**src/design/slpa_pkg.sv**
```systemverilog
// shared types, codes and defaults for the slot pool allocator
package slpa_pkg;

    localparam int SLOTS_DEFAULT = 16;
    localparam int SLOT_INDEX_W  = 4;
    localparam int USED_COUNT_W  = 5;

    typedef enum logic
    {
        CMD_ACQUIRE = 1'b0,
        CMD_RELEASE = 1'b1
    } cmd_t;

    typedef enum logic [1:0]
    {
        STAT_OK        = 2'd0,
        STAT_EXHAUSTED = 2'd1,
        STAT_NOT_USED  = 2'd2
    } status_t;

    typedef struct packed
    {
        cmd_t                    cmd;
        logic [SLOT_INDEX_W-1:0] slot_index;
    } req_t;

    typedef struct packed
    {
        logic [SLOT_INDEX_W-1:0] granted_slot;
        status_t                 status;
        logic [USED_COUNT_W-1:0] used_count;
    } rsp_t;

endpackage

```
**src/design/slot_pool_allocator_top.sv**
```systemverilog
// slot pool allocator top level: sequencer, link memory and checks
//
// req channel (valid/ready) carries one command: acquire the head free slot,
// or release the slot named by slot_index. rsp channel returns exactly one
// result per command: granted slot, status and the in-use count after it.
// all slots sit on one doubly linked list kept in a single link memory
// (used flag, next and prev per slot); head, tail and count are registers.
// one command is worked on at a time. a transfer on req is followed by one
// read of the slot entry, then one link write per cycle on the single
// write port, then the result register is loaded: no link write for a refused
// command, one for a simple update, three for an acquire that moves the head
// slot to the tail, four for a release that unlinks a slot inside the list.
// after reset a clearing pass rebuilds the list with req_ready low. the
// result sits in an output register; while the receiver stalls the next
// command is still taken and runs up to its result, then waits until the
// previous result is transferred.
module slot_pool_allocator_top
    import slpa_pkg::*;
#(
    parameter int SLOTS = SLOTS_DEFAULT
)
(
    input  logic clk,
    input  logic rst_n,
    input  logic req_valid,
    output logic req_ready,
    input  req_t req,
    output logic rsp_valid,
    input  logic rsp_ready,
    output rsp_t rsp
);

    localparam int IW = $clog2(SLOTS);
    localparam int LW = IW + 1;
    localparam int EW = 2 * LW + 1;
    localparam int WW = 3 + IW + EW;

    typedef struct packed
    {
        logic          en_used;
        logic          en_next;
        logic          en_prev;
        logic [IW-1:0] addr;
        logic [EW-1:0] data;
    } wop_t;

    logic [IW-1:0] rd_addr;
    logic [EW-1:0] rd_data;
    logic [WW-1:0] wr;
    wop_t          wop;

    assign wop = wop_t'(wr);

    slpa_ctrl #(
        .SLOTS (SLOTS)
    ) u_ctrl (
        .clk       (clk),
        .rst_n     (rst_n),
        .req_valid (req_valid),
        .req_ready (req_ready),
        .req       (req),
        .rsp_valid (rsp_valid),
        .rsp_ready (rsp_ready),
        .rsp       (rsp),
        .rd_addr   (rd_addr),
        .rd_data   (rd_data),
        .wr        (wr)
    );

    slpa_link_ram #(
        .SLOTS (SLOTS)
    ) u_ram (
        .clk     (clk),
        .wr      (wr),
        .rd_addr (rd_addr),
        .rd_data (rd_data)
    );

    // link writes never overlap a command transfer
    a_no_write_on_accept : assert property (@(posedge clk) disable iff (!rst_n)
        (wop.en_used || wop.en_next || wop.en_prev) |-> !(req_valid && req_ready))
        else $error("link write during command transfer");

    // one command in flight at a time
    a_single_item : assert property (@(posedge clk) disable iff (!rst_n)
        (req_valid && req_ready) |=> !req_ready)
        else $error("second command taken while busy");

    // only a successful acquire names a slot
    a_grant_zero_on_error : assert property (@(posedge clk) disable iff (!rst_n)
        (rsp_valid && rsp.status != STAT_OK) |-> (rsp.granted_slot == '0))
        else $error("slot granted with error status");

endmodule

```
**src/design/slpa_link_ram.sv**
```systemverilog
// link memory: per-slot used flag, next link and prev link, field write enables
module slpa_link_ram
    import slpa_pkg::*;
#(
    parameter  int SLOTS = SLOTS_DEFAULT,
    localparam int IW    = $clog2(SLOTS),
    localparam int LW    = IW + 1,
    localparam int EW    = 2 * LW + 1,
    localparam int WW    = 3 + IW + EW
)
(
    input  logic          clk,
    input  logic [WW-1:0] wr,
    input  logic [IW-1:0] rd_addr,
    output logic [EW-1:0] rd_data
);

    typedef struct packed
    {
        logic          used;
        logic [LW-1:0] nxt;
        logic [LW-1:0] prv;
    } entry_t;

    typedef struct packed
    {
        logic          en_used;
        logic          en_next;
        logic          en_prev;
        logic [IW-1:0] addr;
        entry_t        data;
    } wop_t;

    wop_t   wop;
    entry_t mem [SLOTS];
    entry_t rd_data_reg;

    assign wop     = wop_t'(wr);
    assign rd_data = rd_data_reg;

    always_ff @(posedge clk)
    begin
        if (wop.en_used)
        begin
            mem[wop.addr].used <= wop.data.used;
        end
        if (wop.en_next)
        begin
            mem[wop.addr].nxt <= wop.data.nxt;
        end
        if (wop.en_prev)
        begin
            mem[wop.addr].prv <= wop.data.prv;
        end
        rd_data_reg <= mem[rd_addr];
    end

endmodule

```
**src/design/slpa_ctrl.sv**
```systemverilog
// sequencer: clearing pass, read of the slot entry, queued link writes, result register
module slpa_ctrl
    import slpa_pkg::*;
#(
    parameter  int SLOTS = SLOTS_DEFAULT,
    localparam int IW    = $clog2(SLOTS),
    localparam int LW    = IW + 1,
    localparam int CW    = $clog2(SLOTS + 1),
    localparam int EW    = 2 * LW + 1,
    localparam int WW    = 3 + IW + EW
)
(
    input  logic          clk,
    input  logic          rst_n,
    input  logic          req_valid,
    output logic          req_ready,
    input  req_t          req,
    output logic          rsp_valid,
    input  logic          rsp_ready,
    output rsp_t          rsp,
    output logic [IW-1:0] rd_addr,
    input  logic [EW-1:0] rd_data,
    output logic [WW-1:0] wr
);

    localparam int          NOPS  = 4;
    localparam logic [LW-1:0] LNULL = LW'(SLOTS);

    typedef struct packed
    {
        logic          used;
        logic [LW-1:0] nxt;
        logic [LW-1:0] prv;
    } entry_t;

    typedef struct packed
    {
        logic          en_used;
        logic          en_next;
        logic          en_prev;
        logic [IW-1:0] addr;
        entry_t        data;
    } wop_t;

    typedef enum logic [2:0]
    {
        S_INIT,
        S_IDLE,
        S_READ,
        S_WRITE,
        S_DONE
    } state_t;

    state_t        state_reg, state_next;
    logic [IW-1:0] init_reg, init_next;
    logic [IW-1:0] head_reg, head_next;
    logic [IW-1:0] tail_reg, tail_next;
    logic [CW-1:0] count_reg, count_next;
    logic [1:0]    opi_reg, opi_next;
    logic [2:0]    nops_reg, nops_next;
    logic          out_valid_reg, out_valid_next;

    cmd_t          cmd_reg, cmd_next;
    logic [IW-1:0] sidx_reg, sidx_next;
    logic          sok_reg, sok_next;
    wop_t          ops_reg [NOPS];
    wop_t          ops_next [NOPS];
    rsp_t          res_reg, res_next;
    rsp_t          out_reg, out_next;

    entry_t        rd_e;
    wop_t          wop;

    assign rd_e      = entry_t'(rd_data);
    assign wr        = WW'(wop);
    assign req_ready = (state_reg == S_IDLE);
    assign rsp_valid = out_valid_reg;
    assign rsp       = out_reg;
    assign rd_addr   = (req.cmd == CMD_RELEASE) ? IW'(req.slot_index) : head_reg;

    always_comb
    begin
        logic          fail;
        logic          relink;
        logic          not_head;
        logic          bok;
        logic          aok;
        logic [CW-1:0] cnt_new;

        state_next     = state_reg;
        init_next      = init_reg;
        head_next      = head_reg;
        tail_next      = tail_reg;
        count_next     = count_reg;
        opi_next       = opi_reg;
        nops_next      = nops_reg;
        out_valid_next = out_valid_reg;
        cmd_next       = cmd_reg;
        sidx_next      = sidx_reg;
        sok_next       = sok_reg;
        res_next       = res_reg;
        out_next       = out_reg;
        for (int i = 0; i < NOPS; i++)
        begin
            ops_next[i] = ops_reg[i];
        end
        wop      = '0;
        fail     = 1'b0;
        relink   = 1'b0;
        not_head = 1'b0;
        bok      = 1'b0;
        aok      = 1'b0;
        cnt_new  = count_reg;

        if (rsp_ready)
        begin
            out_valid_next = 1'b0;
        end

        unique case (state_reg)
            S_INIT:
            begin
                // clearing pass: rebuild the reset list one entry per cycle
                wop.en_used   = 1'b1;
                wop.en_next   = 1'b1;
                wop.en_prev   = 1'b1;
                wop.addr      = init_reg;
                wop.data.used = 1'b0;
                wop.data.nxt  = LW'(init_reg) + LW'(1);
                wop.data.prv  = (init_reg == '0) ? LNULL : LW'(init_reg) - LW'(1);
                init_next     = init_reg + IW'(1);
                if (init_reg == IW'(SLOTS - 1))
                begin
                    state_next = S_IDLE;
                end
            end
            S_IDLE:
            begin
                if (req_valid)
                begin
                    cmd_next   = req.cmd;
                    sidx_next  = IW'(req.slot_index);
                    sok_next   = (32'(req.slot_index) < 32'(SLOTS));
                    state_next = S_READ;
                end
            end
            S_READ:
            begin
                for (int i = 0; i < NOPS; i++)
                begin
                    ops_next[i] = '0;
                end
                if (cmd_reg == CMD_ACQUIRE)
                begin
                    fail   = (count_reg >= CW'(SLOTS)) || rd_e.used;
                    relink = (head_reg != tail_reg) && (rd_e.nxt < LNULL);
                    // head slot: mark used and, on relink, move it behind the tail
                    ops_next[0].en_used   = 1'b1;
                    ops_next[0].en_next   = relink;
                    ops_next[0].en_prev   = relink;
                    ops_next[0].addr      = head_reg;
                    ops_next[0].data.used = 1'b1;
                    ops_next[0].data.nxt  = LNULL;
                    ops_next[0].data.prv  = LW'(tail_reg);
                    ops_next[1].en_next   = relink;
                    ops_next[1].addr      = tail_reg;
                    ops_next[1].data.nxt  = LW'(head_reg);
                    ops_next[2].en_prev   = relink;
                    ops_next[2].addr      = rd_e.nxt[IW-1:0];
                    ops_next[2].data.prv  = LNULL;
                    nops_next = fail ? 3'd0 : (relink ? 3'd3 : 3'd1);
                    if (!fail)
                    begin
                        cnt_new = count_reg + CW'(1);
                        if (relink)
                        begin
                            head_next = rd_e.nxt[IW-1:0];
                            tail_next = head_reg;
                        end
                    end
                    res_next.granted_slot = fail ? '0 : SLOT_INDEX_W'(head_reg);
                    res_next.status       = fail ? STAT_EXHAUSTED : STAT_OK;
                end
                else
                begin
                    fail     = !sok_reg || !rd_e.used;
                    not_head = (sidx_reg != head_reg);
                    bok      = (rd_e.prv < LNULL);
                    aok      = (rd_e.nxt < LNULL);
                    if (not_head)
                    begin
                        // unlink from the neighbors, then push at the head
                        ops_next[0].en_next   = bok;
                        ops_next[0].addr      = rd_e.prv[IW-1:0];
                        ops_next[0].data.nxt  = aok ? rd_e.nxt : LNULL;
                        ops_next[1].en_prev   = bok && aok;
                        ops_next[1].addr      = rd_e.nxt[IW-1:0];
                        ops_next[1].data.prv  = rd_e.prv;
                        ops_next[2].en_used   = 1'b1;
                        ops_next[2].en_next   = 1'b1;
                        ops_next[2].en_prev   = 1'b1;
                        ops_next[2].addr      = sidx_reg;
                        ops_next[2].data.used = 1'b0;
                        ops_next[2].data.nxt  = LW'(head_reg);
                        ops_next[2].data.prv  = LNULL;
                        ops_next[3].en_prev   = 1'b1;
                        ops_next[3].addr      = head_reg;
                        ops_next[3].data.prv  = LW'(sidx_reg);
                    end
                    else
                    begin
                        ops_next[0].en_used   = 1'b1;
                        ops_next[0].addr      = sidx_reg;
                        ops_next[0].data.used = 1'b0;
                    end
                    nops_next = fail ? 3'd0 : (not_head ? 3'd4 : 3'd1);
                    if (!fail)
                    begin
                        if (count_reg != '0)
                        begin
                            cnt_new = count_reg - CW'(1);
                        end
                        if (not_head)
                        begin
                            head_next = sidx_reg;
                            if (bok && !aok)
                            begin
                                tail_next = rd_e.prv[IW-1:0];
                            end
                        end
                    end
                    res_next.granted_slot = '0;
                    res_next.status       = fail ? STAT_NOT_USED : STAT_OK;
                end
                count_next          = cnt_new;
                res_next.used_count = USED_COUNT_W'(cnt_new);
                opi_next            = '0;
                state_next          = fail ? S_DONE : S_WRITE;
            end
            S_WRITE:
            begin
                wop      = ops_reg[opi_reg];
                opi_next = opi_reg + 2'd1;
                if ({1'b0, opi_reg} + 3'd1 == nops_reg)
                begin
                    state_next = S_DONE;
                end
            end
            S_DONE:
            begin
                if (!out_valid_reg || rsp_ready)
                begin
                    out_next       = res_reg;
                    out_valid_next = 1'b1;
                    state_next     = S_IDLE;
                end
            end
            default:
            begin
                state_next = S_INIT;
            end
        endcase
    end

    always_ff @(posedge clk or negedge rst_n)
    begin
        if (!rst_n)
        begin
            state_reg     <= S_INIT;
            init_reg      <= '0;
            head_reg      <= '0;
            tail_reg      <= IW'(SLOTS - 1);
            count_reg     <= '0;
            opi_reg       <= '0;
            nops_reg      <= '0;
            out_valid_reg <= 1'b0;
        end
        else
        begin
            state_reg     <= state_next;
            init_reg      <= init_next;
            head_reg      <= head_next;
            tail_reg      <= tail_next;
            count_reg     <= count_next;
            opi_reg       <= opi_next;
            nops_reg      <= nops_next;
            out_valid_reg <= out_valid_next;
        end
    end

    always_ff @(posedge clk)
    begin
        cmd_reg  <= cmd_next;
        sidx_reg <= sidx_next;
        sok_reg  <= sok_next;
        res_reg  <= res_next;
        out_reg  <= out_next;
        for (int i = 0; i < NOPS; i++)
        begin
            ops_reg[i] <= ops_next[i];
        end
    end

endmodule

```
**config.mk**
```make
export PLATFORM = sky130hd
export DESIGN_NAME = slot_pool_allocator_top
export DESIGN_NICKNAME = d
export VERILOG_FILES = /design/src/design/slpa_pkg.sv /design/src/design/slot_pool_allocator_top.sv /design/src/design/slpa_link_ram.sv /design/src/design/slpa_ctrl.sv
export SDC_FILE = /design/constraint.sdc
export NUM_CORES = 1
export LEC_CHECK = 0
export BUFFER_PORTS_ARGS = -buffer_cell sky130_fd_sc_hd__buf_2
export CORE_MARGIN = 4
export CORE_UTILIZATION = 62
export CTS_CLUSTER_SIZE = 20
export DETAILED_ROUTE_END_ITERATION = 8
export PLACE_DENSITY_LB_ADDON = 0.15
export SETUP_SLACK_MARGIN = 0.02
export SLEW_MARGIN = 20
export SYNTH_ARGS = -nofsm -noshare
export SYNTH_HDL_FRONTEND = slang
export SYNTH_SLANG_ARGS = --single-unit
export TNS_END_PERCENT = 1
```
**constraint.sdc**
```tcl
create_clock -name clk -period 2.77 [get_ports clk]
set_input_delay 0.554 -clock clk [delete_from_list [all_inputs] [get_ports clk]]
set_output_delay 0.554 -clock clk [all_outputs]
set_load 0.01 [all_outputs]
```
Yosys cells after proc, flatten, opt, wreduce, memory -nomap -nowiden
Memories as Yosys holds them, arrays and structs flattened. A register that Yosys moved wholly into a read port is not among the register bits.
Index checks and enable logic that the tools add are counted.

operators by class
  multiplexer cells = 67
  reduce and logical (&&, ||, !) cells = 19
  $lt $le $gt $ge = 3
  eq/ne operators = 17
  add/subtract/negate cells = 7

operators by type and width
  cell                                                                      count
  72-bit 2-to-1 mux                                                         1
  4-bit 2-to-1 mux                                                          17
  5-bit 2-to-1 mux                                                          13
  18-bit case mux with 2 select lines                                       1
  3-bit 2-to-1 mux                                                          9
  23-bit 2-to-1 mux                                                         1
  1-bit 2-to-1 mux                                                          16
  3-bit case mux with 5 select lines                                        1
  5-bit less-than comparator (second input constant)                        2
  10-bit 2-to-1 mux                                                         1
  2-bit 2-to-1 mux                                                          4
  2-bit by 1-bit inequality test with 1-bit output (second input constant)  4
  2-bit inequality test (second input constant)                             4
  4-bit inequality test                                                     2
  7-bit 2-to-1 mux                                                          1
  3-bit by 2-bit equality test with 1-bit output (second input constant)    2
  6-bit 2-to-1 mux                                                          1
  6-bit AND reduction                                                       1
  4-bit by 1-bit adder with 5-bit output (second input constant)            1
  5-bit by 1-bit adder with 5-bit output (second input constant)            1
  5-bit greater-or-equal comparator (second input constant)                 1
  5-bit AND reduction                                                       1
  5-bit nonzero test                                                        1
  4-bit by 1-bit subtractor with 5-bit output (second input constant)       1
  19 further kinds                                                          26

storage, ports and cells
  memory bits (writable) = 248
  flip-flop bits (word level) = 53
  input port bits = 9
  output and inout bits = 13
  memories kept = 2
  logic and storage cells = 131

memories
  name            depth  bits a word  rd ports  clocked after Yosys merged registers in  write ports  RTL line             source
  u_ram.mem       16     11           1         1                                        1            slpa_link_ram.sv:35  entry_t mem [SLOTS];
  u_ctrl.ops_reg  4      18           1         0                                        4            slpa_ctrl.sv:66      wop_t ops_reg [NOPS];

Longest topological paths before layout
Gate-level depths: netlist (run 1).

  depth after elaboration = 7
  gate-level depth with buffers = 10
  mapped depth without buffers = 6

Cells and area by module
From an unflattened synthesis (run 1), not the netlist that was laid out.

second synthesis, totals
  cells, all modules = 764
  area total of the unflattened synthesis = 12105.4 sq um

modules (own cells, without submodules)
  module         instances  sequential area each (sq um)  area an instance (sq um)  cells an instance
  slpa_link_ram  1          5505.3                        7211.9                    353
  slpa_ctrl      1          2847.7                        4893.4                    411

Worst setup path before layout (run 1)
OpenSTA, ideal clock, no wires.

  path type = reg2reg
  start = register u_ctrl.state_reg[1]
  end = register u_ctrl.head_reg[0]
  setup slack = 0.328 ns
  clock period less this slack = 2.442 ns
  buffers on the path = 1
  required time = 2.645 ns
  setup time = 0.125 ns
  arrival = 2.317 ns
  cell stages (with the launch flop) = 7
  cell sequence = dfrtp_1 -> or3b_1 -> buf_2 -> clkinv_2 -> nand2_1 -> o22ai_2 -> mux2_2

on the way
  word-level cells in the longest chain between the ends = 2

RTL lines
  element                                         RTL line          source
  start: declaration                              slpa_ctrl.sv:54   state_t state_reg, state_next;
  start signal: assignment                        slpa_ctrl.sv:280  state_reg <= state_next;
  3-bit by 2-bit equality test with 1-bit output  slpa_ctrl.sv:120  unique case (state_reg)
  5-bit AND reduction (no source line)            --
  end signal: assignment                          slpa_ctrl.sv:282  head_reg <= head_next;
  end: declaration                                slpa_ctrl.sv:56   logic [IW-1:0] head_reg, head_next;

Every way passes these cells.
A chain may end at the register's enable or synchronous reset.

Worst setup path in the final report (run 1)
  start = register u_ctrl.state_reg[0]
  end = memory u_ram.mem[14][4] (netlist bit), enable pin

on the way
  word-level cells in the longest chain between the ends = 4
  elaborated cells on any way between the ends = 5
  classes of those cells = eq/ne (1); mux (3); reduce/logical (1)

RTL lines
  element                                                                                     RTL line             source
  3-bit by 2-bit equality test with 1-bit output / 3-bit logical NOT (equally long branches)  slpa_ctrl.sv:120
  18-bit case mux with 2 select lines (*)                                                     slpa_ctrl.sv:120
  1-bit 2-to-1 mux                                                                            slpa_link_ram.sv:51  if (wop.en_prev)
  1-bit 2-to-1 mux (implied by the code)                                                      slpa_link_ram.sv:53  mem[wop.addr].prv <= wop.data.prv;
  end: declaration                                                                            slpa_link_ram.sv:35

Mark *: on every way between the ends. The rest lies on a longest branch, timed or not.

==> impl_summary.md, run 1 <==
Outcome
The run finished with clean final reports.

Floorplanning
The total core area is 0.0195 mm². In this run the vertical extent of the chip is 149 µm. The initialized floorplan defines 51 standard-cell rows. The die covers 0.0221 mm².

The starting utilization of the core area is 63.1%. The horizontal extent of the die is 149 µm. For this design the top-level I/O count stands at 22.

Routing
The first detailed-routing pass took 6 iterations. After detailed routing, the total wire length is 27300 µm. Wire segments on met3 add up to 1990 µm in the final route. The number of vias per cell is 6.21. The met2 wire length is 13600 µm. The DRC marker count from the first detailed-route iteration is 869. Detailed routing inserted a total of 7496 vias. Signal routing reaches up to met4. After detailed routing, the number of remaining DRC violations is 0. The number of nets with antenna violations after detailed routing is 0. The detailed router put a total of 11100 µm of wire on met1. The average wire per cell in the routed design is 22.6 µm.

Synthesis
In this run the mean area of a mapped cell was 14.0 µm². The cell count after synthesis came out at 875. The most used flip-flop cell after synthesis is sky130_fd_sc_hd__edfxtp_1. The number of enable-type register cells in the synthesized netlist is 249. During synthesis, Yosys emitted a total of 0 warnings. After synthesis the cells add up to 0.0123 mm². The netlist uses 65 different library cells. The share of async-settable or async-resettable flops after synthesis is 9.09%. When the netlist entered floorplanning its net count stood at 891.

The synthesis-stage register bit count is 286. The share of the Yosys chip area taken by registers is 68.0%.

Worst setup path
The critical path goes through and3b_1 > and3_1 > a31oi_1 > buf_4 > nor3_1. The number of cells on the worst reg-to-reg path is 5. Across all register-to-register paths, the minimum setup slack is 0.18 ns.

In this design, the largest share of critical-path delay is due to simple AND/OR/NAND/NOR gates. At the worst endpoint, the required time is 2.94 ns. STA classifies the critical path endpoint as a flop. The slowest cell on the critical path is sky130_fd_sc_hd__and3b_1. The classification of the worst setup path is reg2reg. The startpoint identified for the worst register-to-register timing path is u_ctrl.state_reg[0]$_DFFE_PN0P_. The arrival time reported for the critical path endpoint is 2.76 ns. The startpoint type of the worst setup path is a flop. The beginning of the critical path is u_ctrl.state_reg[0]$_DFFE_PN0P_. The largest single stage delay on the critical path is 0.61 ns. The number of buffer and inverter stages on the critical path is 1. Of all nets on the critical path, the largest fanout is 16. The capturing element of the worst setup path is u_ram.mem[14][4]$_DFFE_PP_. The logic depth of the worst setup path including buffers is 5. In this run the critical register-to-register path is captured at u_ram.mem[14][4]$_DFFE_PP_.

Layout
The number of antenna diodes in the final layout is 0. The number of nets at the end of the flow is 937. The growth of design area from synthesis to finish is 12.5%. The count of cells in the finished layout, fillers not included, comes to 1207. After routing the design area is 0.0138 mm².

Leaving out fill and tap cells, the most frequent cell in the layout is sky130_fd_sc_hd__edfxtp_1. In the layout the commonest cells are sky130_fd_sc_hd__edfxtp_1, sky130_fd_sc_hd__mux2i_1, sky130_fd_sc_hd__nor2_1. In the final layout, the share of cells above drive strength 1 is 15.7%. The flip-flop count of the largest register, all copies and words added is 176.

Power
The power spent charging and discharging nets is 5.31 mW. The worst voltage drop across the vdd grid is 0.651 mV. The static leakage is 5.30 nW. In this run, the clock network consumes 24.7% of the power. The proportion of power drawn by flip-flops and latches is 44.7%. The internal power summed over all cells is 10.2 mW. The combinational group share of total power is 30.6%. The total power per unit cell area is 1130 mW/mm². The switching part of the total power is 34.1%.

Clock tree
The clock drives 286 sinks. The source-to-sink clock delay at the later pin of the worst-skew pair is 0.55 ns. The clock slew at the register clock pins of the worst setup and hold paths is 0.06 ns. In this run, CTS created clock tree buffers numbering 27. CTS built an H-tree with a depth of 1. The CTS tree is built.

The cell at the root of the clock tree is sky130_fd_sc_hd__clkbuf_16. The clock passes through at most 3 buffers. The number of hold-repair buffers added at the cts stage is 0.

Timing
The post-route clock period utilization is 93.6%. The clock skew is 0.0319 ns. Setup violations remaining at the end of the flow were counted as 0. At the pin with the least slew margin, the transition time is 0.962 ns.

The summed negative setup slack over all endpoints is 0 ns. Setup repair after global routing could not meet its margin everywhere. The final hold violation count is 0. For this run, the top clock speed supported by timing is 0.386 GHz. The setup slack of the critical path after layout is 0.178 ns. Counting I/O delays and the setup requirement, the final critical path takes 2.59 ns. Headroom to the max-slew limit came out at 35.7%.

The max-slew violation total from the final report is 0.

Place
The sum of net half-perimeters after detailed placement is 19100 µm. Routability-driven placement finished with a final weighted congestion of 0.945. The placed instances occupy a cell area of 0.0129 mm². The number of placed instances with taps included is 1157. The post-placement setup slack is 0.191 ns. The quantity of I/O buffers inserted on ports is 21.

GRT
Summed over all layers, the global routing overflow is 0. The first-pass GRT wire length is 42600 µm. Entering global routing, the biggest net connects 43 pins. The number of antenna violations at the first check in global routing is 0. Global routing used 25.1% of the available tracks across all layers. The via count of the first global-routing pass came to 7511.

Flow run
Max-cap violations in this run came to 0.

Min path
The path type of the worst min-delay path is in2async.
-- layer usage --
layer | GRT usage [%] | up-vias
li1 | - | 3394
met1 | 34.9 | 3738
met2 | 42.5 | 312
met3 | 3.29 | 52
met4 | 6.74 | 0
met5 | 0 | -
-- cell type report --
cell class | instances | area [µm²]
clock buffers | 31 | 701
repair buffers | 72 | 513
clock inverters | 19 | 233
inverters | 26 | 98.8
multi-input cells | 508 | 3580
fillers | 1266 | 5650
flip-flops and latches | 286 | 8350
well taps | 265 | 332
-- per-stage QoR --
step | utilization (%) | hold WS [ns] | total power, mW
detailed placement | 66.1 | 0.406 | 11.7
global route | 70.9 | 0.0693 | 16.3
global placement | 66.1 | 0.404 | 11.5
CTS | 70.9 | 0.0405 | 15.6
floorplan | - | 0.258 | 9.88
finish | 70.9 | 0.0447 | 15.6
-- cells by family (layout without fill, tap and decap cells) --
group	count (synthesis)	count (layout)	share of synthesized area (%)
flops	286	286	68.0
mux	119	119	10.3
fa+ha+maj	7	7	0.713
xor+xnor	19	19	1.36
compound gates	147	147	7.82
buf+inv	81	148	3.06
simple gates	216	216	8.67
-- synthesized netlist by cell type, drive strengths merged, types with 5 or more instances --
cell type,n,area (µm²)
a21o,8,60.1
nor2,67,251
nor3,18,90.1
nor3b,9,67.6
dfrtp,22,551
buf,31,186
dfxtp,11,220
nor2b,5,31.3
o21ai,34,170
a21oi,18,90.1
nand2,58,218
edfxtp,249,7480
xor2,6,52.6
or4,11,82.6
xnor2,13,114
mux2i,101,1010
mux2,13,146
nand3,7,35.0
o22ai,53,338
mux4,5,113
clkbuf,24,90.1
and2,7,43.8
and3,8,50.1
ha,7,87.6
a31oi,6,37.5
a22oi,5,37.5
inv,24,90.1
nand2b,7,43.8
-- worst min-delay path by stage --
| stage | slack, ns | startpoint | depth (start not counted) | to |
|---|---|---|---|---|
| 6_report | 0.04 | rst_n | 1 | u_ctrl.head_reg[3]$_DFFE_PN0P_ |
| 5_1_grt | 0.07 | rst_n | 1 | u_ctrl.init_reg[3]$_DFFE_PN0N_ |
| 4_1_cts | 0.04 | rst_n | 1 | u_ctrl.init_reg[3]$_DFFE_PN0N_ |
| 3_5_place_dp | 0.41 | u_ctrl.res_reg[6]$_SDFFCE_PN0P_ | 0 | u_ctrl.rsp[6]$_DFFE_PP_ |
| 3_3_place_gp | 0.40 | u_ctrl.res_reg[3]$_DFFE_PP_ | 0 | u_ctrl.rsp[3]$_DFFE_PP_ |
| 2_1_floorplan | 0.26 | rst_n | 0 | u_ctrl.count_reg[0]$_DFFE_PN0P_ |
-- power by group through the flow --
| stage | combinational [mW] | sequential (mW) | clock (mW) |
|---|---|---|---|
| 2_1_floorplan | 3.26 | 6.62 | 0 |
| 5_1_grt | 5.17 | 7.02 | 4.10 |
| 3_3_place_gp | 4.57 | 6.96 | 0 |
| 6_report | 4.76 | 6.95 | 3.84 |
| 4_1_cts | 4.74 | 6.92 | 3.89 |
| 3_5_place_dp | 4.71 | 7.00 | 0 |
-- timing repair --
action,CTS,global route
buffers inserted,0,0
gates resized for setup,0,1
endpoints found under the setup margin,0,7
Power figures use the tool's default switching activity.
==> run 2, diff against run 1 <==
--- a/config.mk
+++ b/config.mk
@@ -11,6 +11,7 @@
 export CTS_CLUSTER_SIZE = 20
 export DETAILED_ROUTE_END_ITERATION = 8
 export PLACE_DENSITY_LB_ADDON = 0.15
+export RECOVER_POWER = 50
 export SETUP_SLACK_MARGIN = 0.02
 export SLEW_MARGIN = 20
 export SYNTH_ARGS = -nofsm -noshare
==> run 2 against run 1 <==
The flow now finishes with violations (capacitance limit, slew limit). Setup slack improved by 0.0032 ns. Final area fell by 0.38%. Sequential power barely moved. Final cell count did not move. Hold slack improved by 0.25 ns. Global-route usage did not move. Critical path depth fell by 1. Flip-flop and latch count did not move. Wire length barely moved. Die area did not move. Largest power group unchanged.
==> impl_summary.md, run 2 (synthesis results as in run 1) <==
Layout
Relative to the synthesized area, the layout overhead comes to 12.0%. The final design area excluding fillers is 0.0138 mm². The number of nets at the end of the flow is 937.

The most frequent standard cell in the layout excluding fill and tap cells is sky130_fd_sc_hd__edfxtp_1. In the layout the commonest cells are sky130_fd_sc_hd__edfxtp_1, sky130_fd_sc_hd__mux2i_1, sky130_fd_sc_hd__nor2_1. The total inserted antenna cells is 0. The register with the most flip-flops in the layout has 176 of them. The fraction of final layout cells with drive strength greater than 1 is 13.3%.

Timing
The slew at the pin closest to its max-slew limit is 1.66 ns. Setup violations remaining at the end of the flow were counted as 0. The worst path needs 2.59 ns of the cycle, external delays included. The summed negative setup slack over all endpoints is 0 ns. Of the available clock period, the critical path in the final layout requires 93.5%. In the post-route analysis, the smallest setup slack over all paths is 0.181 ns. The clock skew is 0.0319 ns. The max-slew violation total from the final report is 27. The final hold violation count came to 0. The worst pin sits at a relative slew slack of -10.4%. The fmax is 0.386 GHz.

Setup repair after global routing could not meet its margin everywhere.

Place
The area after detailed placement is 0.0129 mm². The sum of net half-perimeters after detailed placement is 19100 µm. The quantity of I/O buffers inserted on ports is 21. The post-placement setup slack is 0.191 ns. The congestion estimate from routability-driven global placement came to 0.945.

Routing
The DRC marker count from the first detailed-route iteration is 880. The detail route stage leaves a number of antenna-violating nets equal to 0. The number of vias per cell is 6.21. The average wire per cell in the routed design is 22.6 µm. The final routed wirelength across all metal layers is 27300 µm. After detailed routing, the number of remaining DRC violations is 0. The first detailed-routing pass took 6 iterations.

The via count is 7499.

Floorplanning
The die span in y is 149 µm. The total core area is 0.0195 mm². Once the floorplan was initialized, standard cells occupied 63.1% of the core. The die is 149 µm wide. The area of the die is 0.0221 mm². The floorplan has 51 rows.

The number of top-level pins is 22.

GRT
The largest net degree at the start of global routing is 43. The first-pass GRT wire length is 42600 µm. For this run the aggregate overflow at the end of global routing stands at 0. The number of antenna violations at the first check in global routing is 0. The total routing usage reported by global routing is 25.1%.

The via count of the first global-routing pass is 7511.

Worst setup path
At the worst endpoint, the arrival time is 2.75 ns. The worst register-to-register path ends at u_ram.mem[14][4]$_DFFE_PP_. STA classifies the critical path endpoint as a flop.

The critical path goes through mux4_2 > nor3b_1 > nor2_1 > nor3_1. The startpoint type of the worst setup path is a flop. In this run the register-to-register setup slack is 0.18 ns. In this run the worst path has a maximum fanout of 5. The worst register-to-register path has a depth of 4. The classification of the worst setup path is reg2reg. On the critical path, the stage with the largest delay is an instance of sky130_fd_sc_hd__mux4_2. The critical path's largest stage delay is 0.59 ns.

At the worst endpoint, the required time is 2.93 ns. In this run the critical register-to-register path is launched from u_ctrl.opi_reg[0]$_DFFE_PN0P_.

Power
The worst voltage drop across the vdd grid is 0.651 mV. The static leakage is 5.22 nW. Dividing total power by cell area gives a power density of 1130 mW/mm². Summing internal, switching and leakage power gives 15.5 mW.

Clock tree
The post-CTS repair timing setup buffer count is 0. The clock slew at the register clock pins of the worst setup and hold paths is 0.07 ns. The later pin in the worst-skew pair is clocked with a latency of 0.55 ns. Counting every sink on the clock net gives 286.

TritonCTS built the clock tree. The CTS H-tree depth is 1. The cell at the root of the clock tree is sky130_fd_sc_hd__clkbuf_16. Buffers inserted during clock tree synthesis total 27. The largest buffer count on any clock path is 3.

Outcome
The checks that failed: capacitance limit, slew limit. The run finished, with violations left.

Min path
The path class of the tightest hold or removal check is in2reg. The startpoint identified for the worst hold timing path is req[1]. Along the worst hold path, the cell count comes to 1. The worst hold path terminates at u_ctrl.sidx_reg[1]$_DFFE_PP_.

Flow run
Max-cap violations in this run came to 1.
==> run 2: cell types whose count changed in the layout (fill, tap and decap cells not counted), sizes merged <==
cell / previous run / this run
clkinv: 11 / 10
buf: 72 / 43
clkinvlp: 3 / 4
clkbuf: 31 / 60
==> run 2: critical path: cells and delay by family, from the launching register on <==
| family | cells | cell delay, ns |
|---|---|---|
| AND/OR/NAND/NOR | 3 | 1.12 |
| multiplexers | 1 | 0.59 |
| flip-flops | 1 | 0.49 |
==> run 2: timing repair <==
item,CTS,global route
gates resized for setup,0,1
hold buffers,0,0
endpoints found under the setup margin,0,7
==> run 2: worst max path at each step <==
| stage | startpoint | endpoint | slack, ns | cells after the start |
|---|---|---|---|---|
| global placement | u_ctrl.opi_reg[0]$_DFFE_PN0P_ | u_ram.mem[6][2]$_DFFE_PP_ | 0.21 | 5 |
| floorplan | u_ctrl.state_reg[1]$_DFFE_PN0P_ | u_ctrl.head_reg[0]$_DFFE_PN0P_ | 0.33 | 6 |
| detailed placement | u_ctrl.opi_reg[0]$_DFFE_PN0P_ | u_ram.mem[6][3]$_DFFE_PP_ | 0.19 | 5 |
| CTS | u_ctrl.opi_reg[0]$_DFFE_PN0P_ | u_ram.mem[6][4]$_DFFE_PP_ | 0.09 | 5 |
| finish | u_ctrl.opi_reg[0]$_DFFE_PN0P_ | u_ram.mem[14][4]$_DFFE_PP_ | 0.18 | 4 |
| global route | u_ctrl.state_reg[0]$_DFFE_PN0P_ | u_ram.mem[14][4]$_DFFE_PP_ | 0.009 | 5 |
==> run 2: final cells by class <==
class,count,area (µm²)
clock buffers,31,701
clock inverters,19,233
fillers,1288,5710
inverters,26,98.8
multi-input cells,508,3580
flip-flops and latches,286,8350
well taps,265,332
repair buffers,72,460
==> run 2: power by group <==
part	switching, mW	total [mW]	internal (mW)
combinational	3.07	4.70	1.63
clock	1.55	3.84	2.29
sequential	0.679	6.95	6.27
total	5.30	15.5	10.2
==> run 2: per-stage QoR <==
step	cells	hold WS [ns]	utilization (%)
2_1_floorplan	875	0.258	-
3_3_place_gp	1157	0.404	66.1
3_5_place_dp	1157	0.406	66.1
4_1_cts	1207	0.0405	70.9
5_1_grt	1207	0.290	70.7
6_report	1207	0.296	70.7
==> run 2: layer usage <==
metal  global-route usage [%]  wire length [µm]  up-vias
li1                         -                 -     3402
met1                     34.9             11200     3760
met2                     42.5             13600      285
met3                     3.29              1870       52
met4                     6.74               678        0
met5                        0                 0        -
==> run 3, diff against run 2 <==
--- a/config.mk
+++ b/config.mk
@@ -11,7 +11,7 @@
 export CTS_CLUSTER_SIZE = 20
 export DETAILED_ROUTE_END_ITERATION = 8
 export PLACE_DENSITY_LB_ADDON = 0.15
-export RECOVER_POWER = 50
+export RECOVER_POWER = 25
 export SETUP_SLACK_MARGIN = 0.02
 export SLEW_MARGIN = 20
 export SYNTH_ARGS = -nofsm -noshare
==> run 3 against run 2 <==
The run still ends with capacitance limit, slew limit left. Critical path depth grew 1. Final area rose by 0.15%. Core utilization is 0.10 points higher. Global-route usage is the same. Power grew 0.24%. Final cell count did not move. Die area unchanged. Flip-flop and latch count unchanged.
==> impl_summary.md, run 3 (synthesis results as in run 1) <==
Timing
The final hold violation count is 0. At the pin with the least slew margin, the transition time is 1.68 ns. The final setup violation count is 0. The max-slew violation total from the final report is 27. The worst hold slack across all endpoints is 0.308 ns. For the finished layout, the period the worst path requires is 2.58 ns. After layout, the worst path uses 93.2% of the clock period. Setup repair after global routing could not meet its margin everywhere.

On the final layout, the worst clock skew is 0.0321 ns. The worst pin sits at a relative slew slack of -11.7%. The summed negative setup slack over all endpoints is 0 ns. For this run, the top clock speed supported by timing is 0.388 GHz.

Routing
In the routed layout, each cell is associated on average with a via count of 6.22. Summed over all layers, the routed wires come to 27300 µm. The final route contains 7504 vias. For this block, the initial DRC count from the detailed router was 919. The count of nets left with antenna violations once routing finished came out at 0. The post-detailed-route DRC marker count is 0.

The pre-antenna-repair detailed-routing pass consisted of 5 iterations. After detailed routing, the average wire length per cell comes to 22.6 µm.

Power
The proportion of power drawn by flip-flops and latches is 44.8%. Combinational logic burns 30.5% of the power. The worst voltage drop across the vdd grid is 0.651 mV.

The static leakage is 5.23 nW. The fraction of power consumed by the clock network is 24.8%. The analysis attributes to net switching a power of 5.30 mW. Dividing total power by cell area gives a power density of 1130 mW/mm².

Net switching is 34.1% of the power. After layout, the design draws a total of 15.5 mW. The internal portion of the total power is 10.2 mW.

Clock tree
The clock slew at the register clock pins of the worst setup and hold paths is 0.07 ns. The largest buffer count on any clock path is 3. The post-CTS repair timing setup buffer count is 0. TritonCTS built the clock tree. The source-to-sink clock delay at the later pin of the worst-skew pair is 0.55 ns.

The cell at the root of the clock tree is sky130_fd_sc_hd__clkbuf_16. The clock sink count is 286. The CTS H-tree depth is 1. TritonCTS created 27 clock buffers.

Outcome
The final reports fail on capacitance limit, slew limit. The flow ran to the end, but the final reports show violations.

Worst setup path
The critical register-to-register path startpoint is u_ctrl.state_reg[0]$_DFFE_PN0P_. The critical path required time is 2.94 ns. For this run, the slowest stage of the critical path takes 0.59 ns. Walking the worst path, the cells encountered are and3b_1 > and3_1 > a31oi_1 > buf_4 > nor3_1. For the worst setup path, the data arrival time is 2.75 ns. The largest individual stage delay along the critical path comes from the cell sky130_fd_sc_hd__and3b_1. STA classifies the critical path endpoint as a flop.

The critical path is of the reg2reg type. The worst-path maximum fanout is 16. Tracing the worst setup path back leads to its startpoint at u_ctrl.state_reg[0]$_DFFE_PN0P_. The number of cells on the worst reg-to-reg path is 5. STA classifies the critical path startpoint as a flop.

Flow run
The tool flagged a number of max-cap violations equal to 1.

Layout
The flip-flop count of the largest register, all copies and words added is 176. The fraction of final layout cells with drive strength greater than 1 is 13.5%. Compared with the post-synthesis result, the final layout area differs by 12.2%. Fill cells in the final layout number 1282. The most frequent standard cell in the layout excluding fill and tap cells is sky130_fd_sc_hd__edfxtp_1.

The finished layout holds 1207 standard cells, fillers aside. The total inserted antenna cells is 0. For this run, the post-layout net count is 937.

In the layout the commonest cells are sky130_fd_sc_hd__edfxtp_1, sky130_fd_sc_hd__mux2i_1, sky130_fd_sc_hd__nor2_1.

GRT
The met2 usage is 42.5%. For met3 alone, demand over resource in global routing was 3.29%. The met1 track utilization from global routing is 34.9%.

The first-pass GRT wire length is 42600 µm. After global routing the overflow that remains totals 0. The layer flagged by global routing as most heavily used is met2. The number of antenna violations at the first check in global routing is 0. The total routing usage reported by global routing is 25.1%.

The via count of the first global-routing pass was 7511. Entering global routing, the biggest net connects 43 pins.

Place
The sum of net half-perimeters after detailed placement is 19100 µm. The congestion estimate from routability-driven global placement came to 0.945. Buffers placed on the I/O ports in this run total 21. After detailed placement, the design holds a cell count of 1157.

Floorplanning
The initialized floorplan defines 51 standard-cell rows. The total core area is 0.0195 mm². The die covers 0.0221 mm². The horizontal extent of the die is 149 µm. The die span in y is 149 µm.

22 I/O pins were placed. Once the floorplan was initialized, standard cells occupied 63.1% of the core.

Min path
The hold path startpoint is req[1]. The path type of the worst min-delay path is in2reg. The cell depth of the worst min-delay path is 1.
[run 3: cell types whose count changed in the layout (fill, tap and decap cells not counted)]
cell,change
sky130_fd_sc_hd__and2_1,+1
sky130_fd_sc_hd__clkbuf_2,-6
sky130_fd_sc_hd__buf_2,+1
sky130_fd_sc_hd__clkbuf_1,-2
sky130_fd_sc_hd__buf_4,+7
sky130_fd_sc_hd__and2_0,-1
[run 3: worst max-delay path: cells and delay by family, from the launching register on]
family	cells	cell delay [ns]
AOI/OAI and AO/OA	1	0.06
buffers and inverters	1	0.22
DFF	1	0.53
and+or+nand+nor	3	1.39
[run 3: what timing repair did]
action | in CTS | in global routing
gates resized for setup | 0 | 1
hold endpoints to repair | 0 | 0
hold buffers | 0 | 0
endpoints found under the setup margin | 0 | 7
[run 3: per-stage QoR]
| stage | instance area (µm²) | util, % | setup slack (ns) |
|---|---|---|---|
| floorplan | 12300 | - | 0.328 |
| global placement | 12900 | 66.1 | 0.214 |
| detailed placement | 12900 | 66.1 | 0.191 |
| CTS | 13800 | 70.9 | 0.0935 |
| global route | 13800 | 70.8 | 0.00865 |
| finish | 13800 | 70.8 | 0.190 |
[run 3: per-layer routing]
metal | wire (µm) | vias to the layer above
li1 | - | 3397
met1 | 11200 | 3776
met2 | 13500 | 271
met3 | 1870 | 60
met4 | 737 | 0
met5 | 0 | -
[run 3: area by class of cell]
| class | count | area [µm²] | share of cell area (%) |
|---|---|---|---|
| well taps | 265 | 332 | 2.41 |
| inverters | 26 | 98.8 | 0.718 |
| repair buffers | 72 | 480 | 3.49 |
| clock inverters | 19 | 233 | 1.69 |
| flip-flops and latches | 286 | 8350 | 60.6 |
| multi-input cells | 508 | 3580 | 26.0 |
| clock buffers | 31 | 701 | 5.09 |
[run 3: path summary, 6_finish.rpt]
| kind | to | slack (ns) |
|---|---|---|
| max | u_ram.mem[14][4]$_DFFE_PP_ | 0.19 |
| min reg2reg | u_ctrl.rsp[8]$_DFFE_PP_ | 0.43 |
| min in group asynchronous | u_ctrl.head_reg[3]$_DFFE_PN0P_ | 0.43 |
| max reg2reg | u_ram.mem[14][4]$_DFFE_PP_ | 0.19 |
| max in group asynchronous | u_ctrl.count_reg[4]$_DFFE_PN0P_ | 1.34 |
| min | u_ctrl.sidx_reg[1]$_DFFE_PP_ | 0.31 |
[run 3: power groups by stage]
stage | Combinational [mW] | Clock [mW] | Sequential, mW
after floorplan | 3.26 | 0 | 6.62
after global placement | 4.57 | 0 | 6.96
after detailed placement | 4.71 | 0 | 7.00
after CTS | 4.74 | 3.89 | 6.92
after global routing | 5.15 | 4.10 | 7.02
final | 4.73 | 3.84 | 6.95
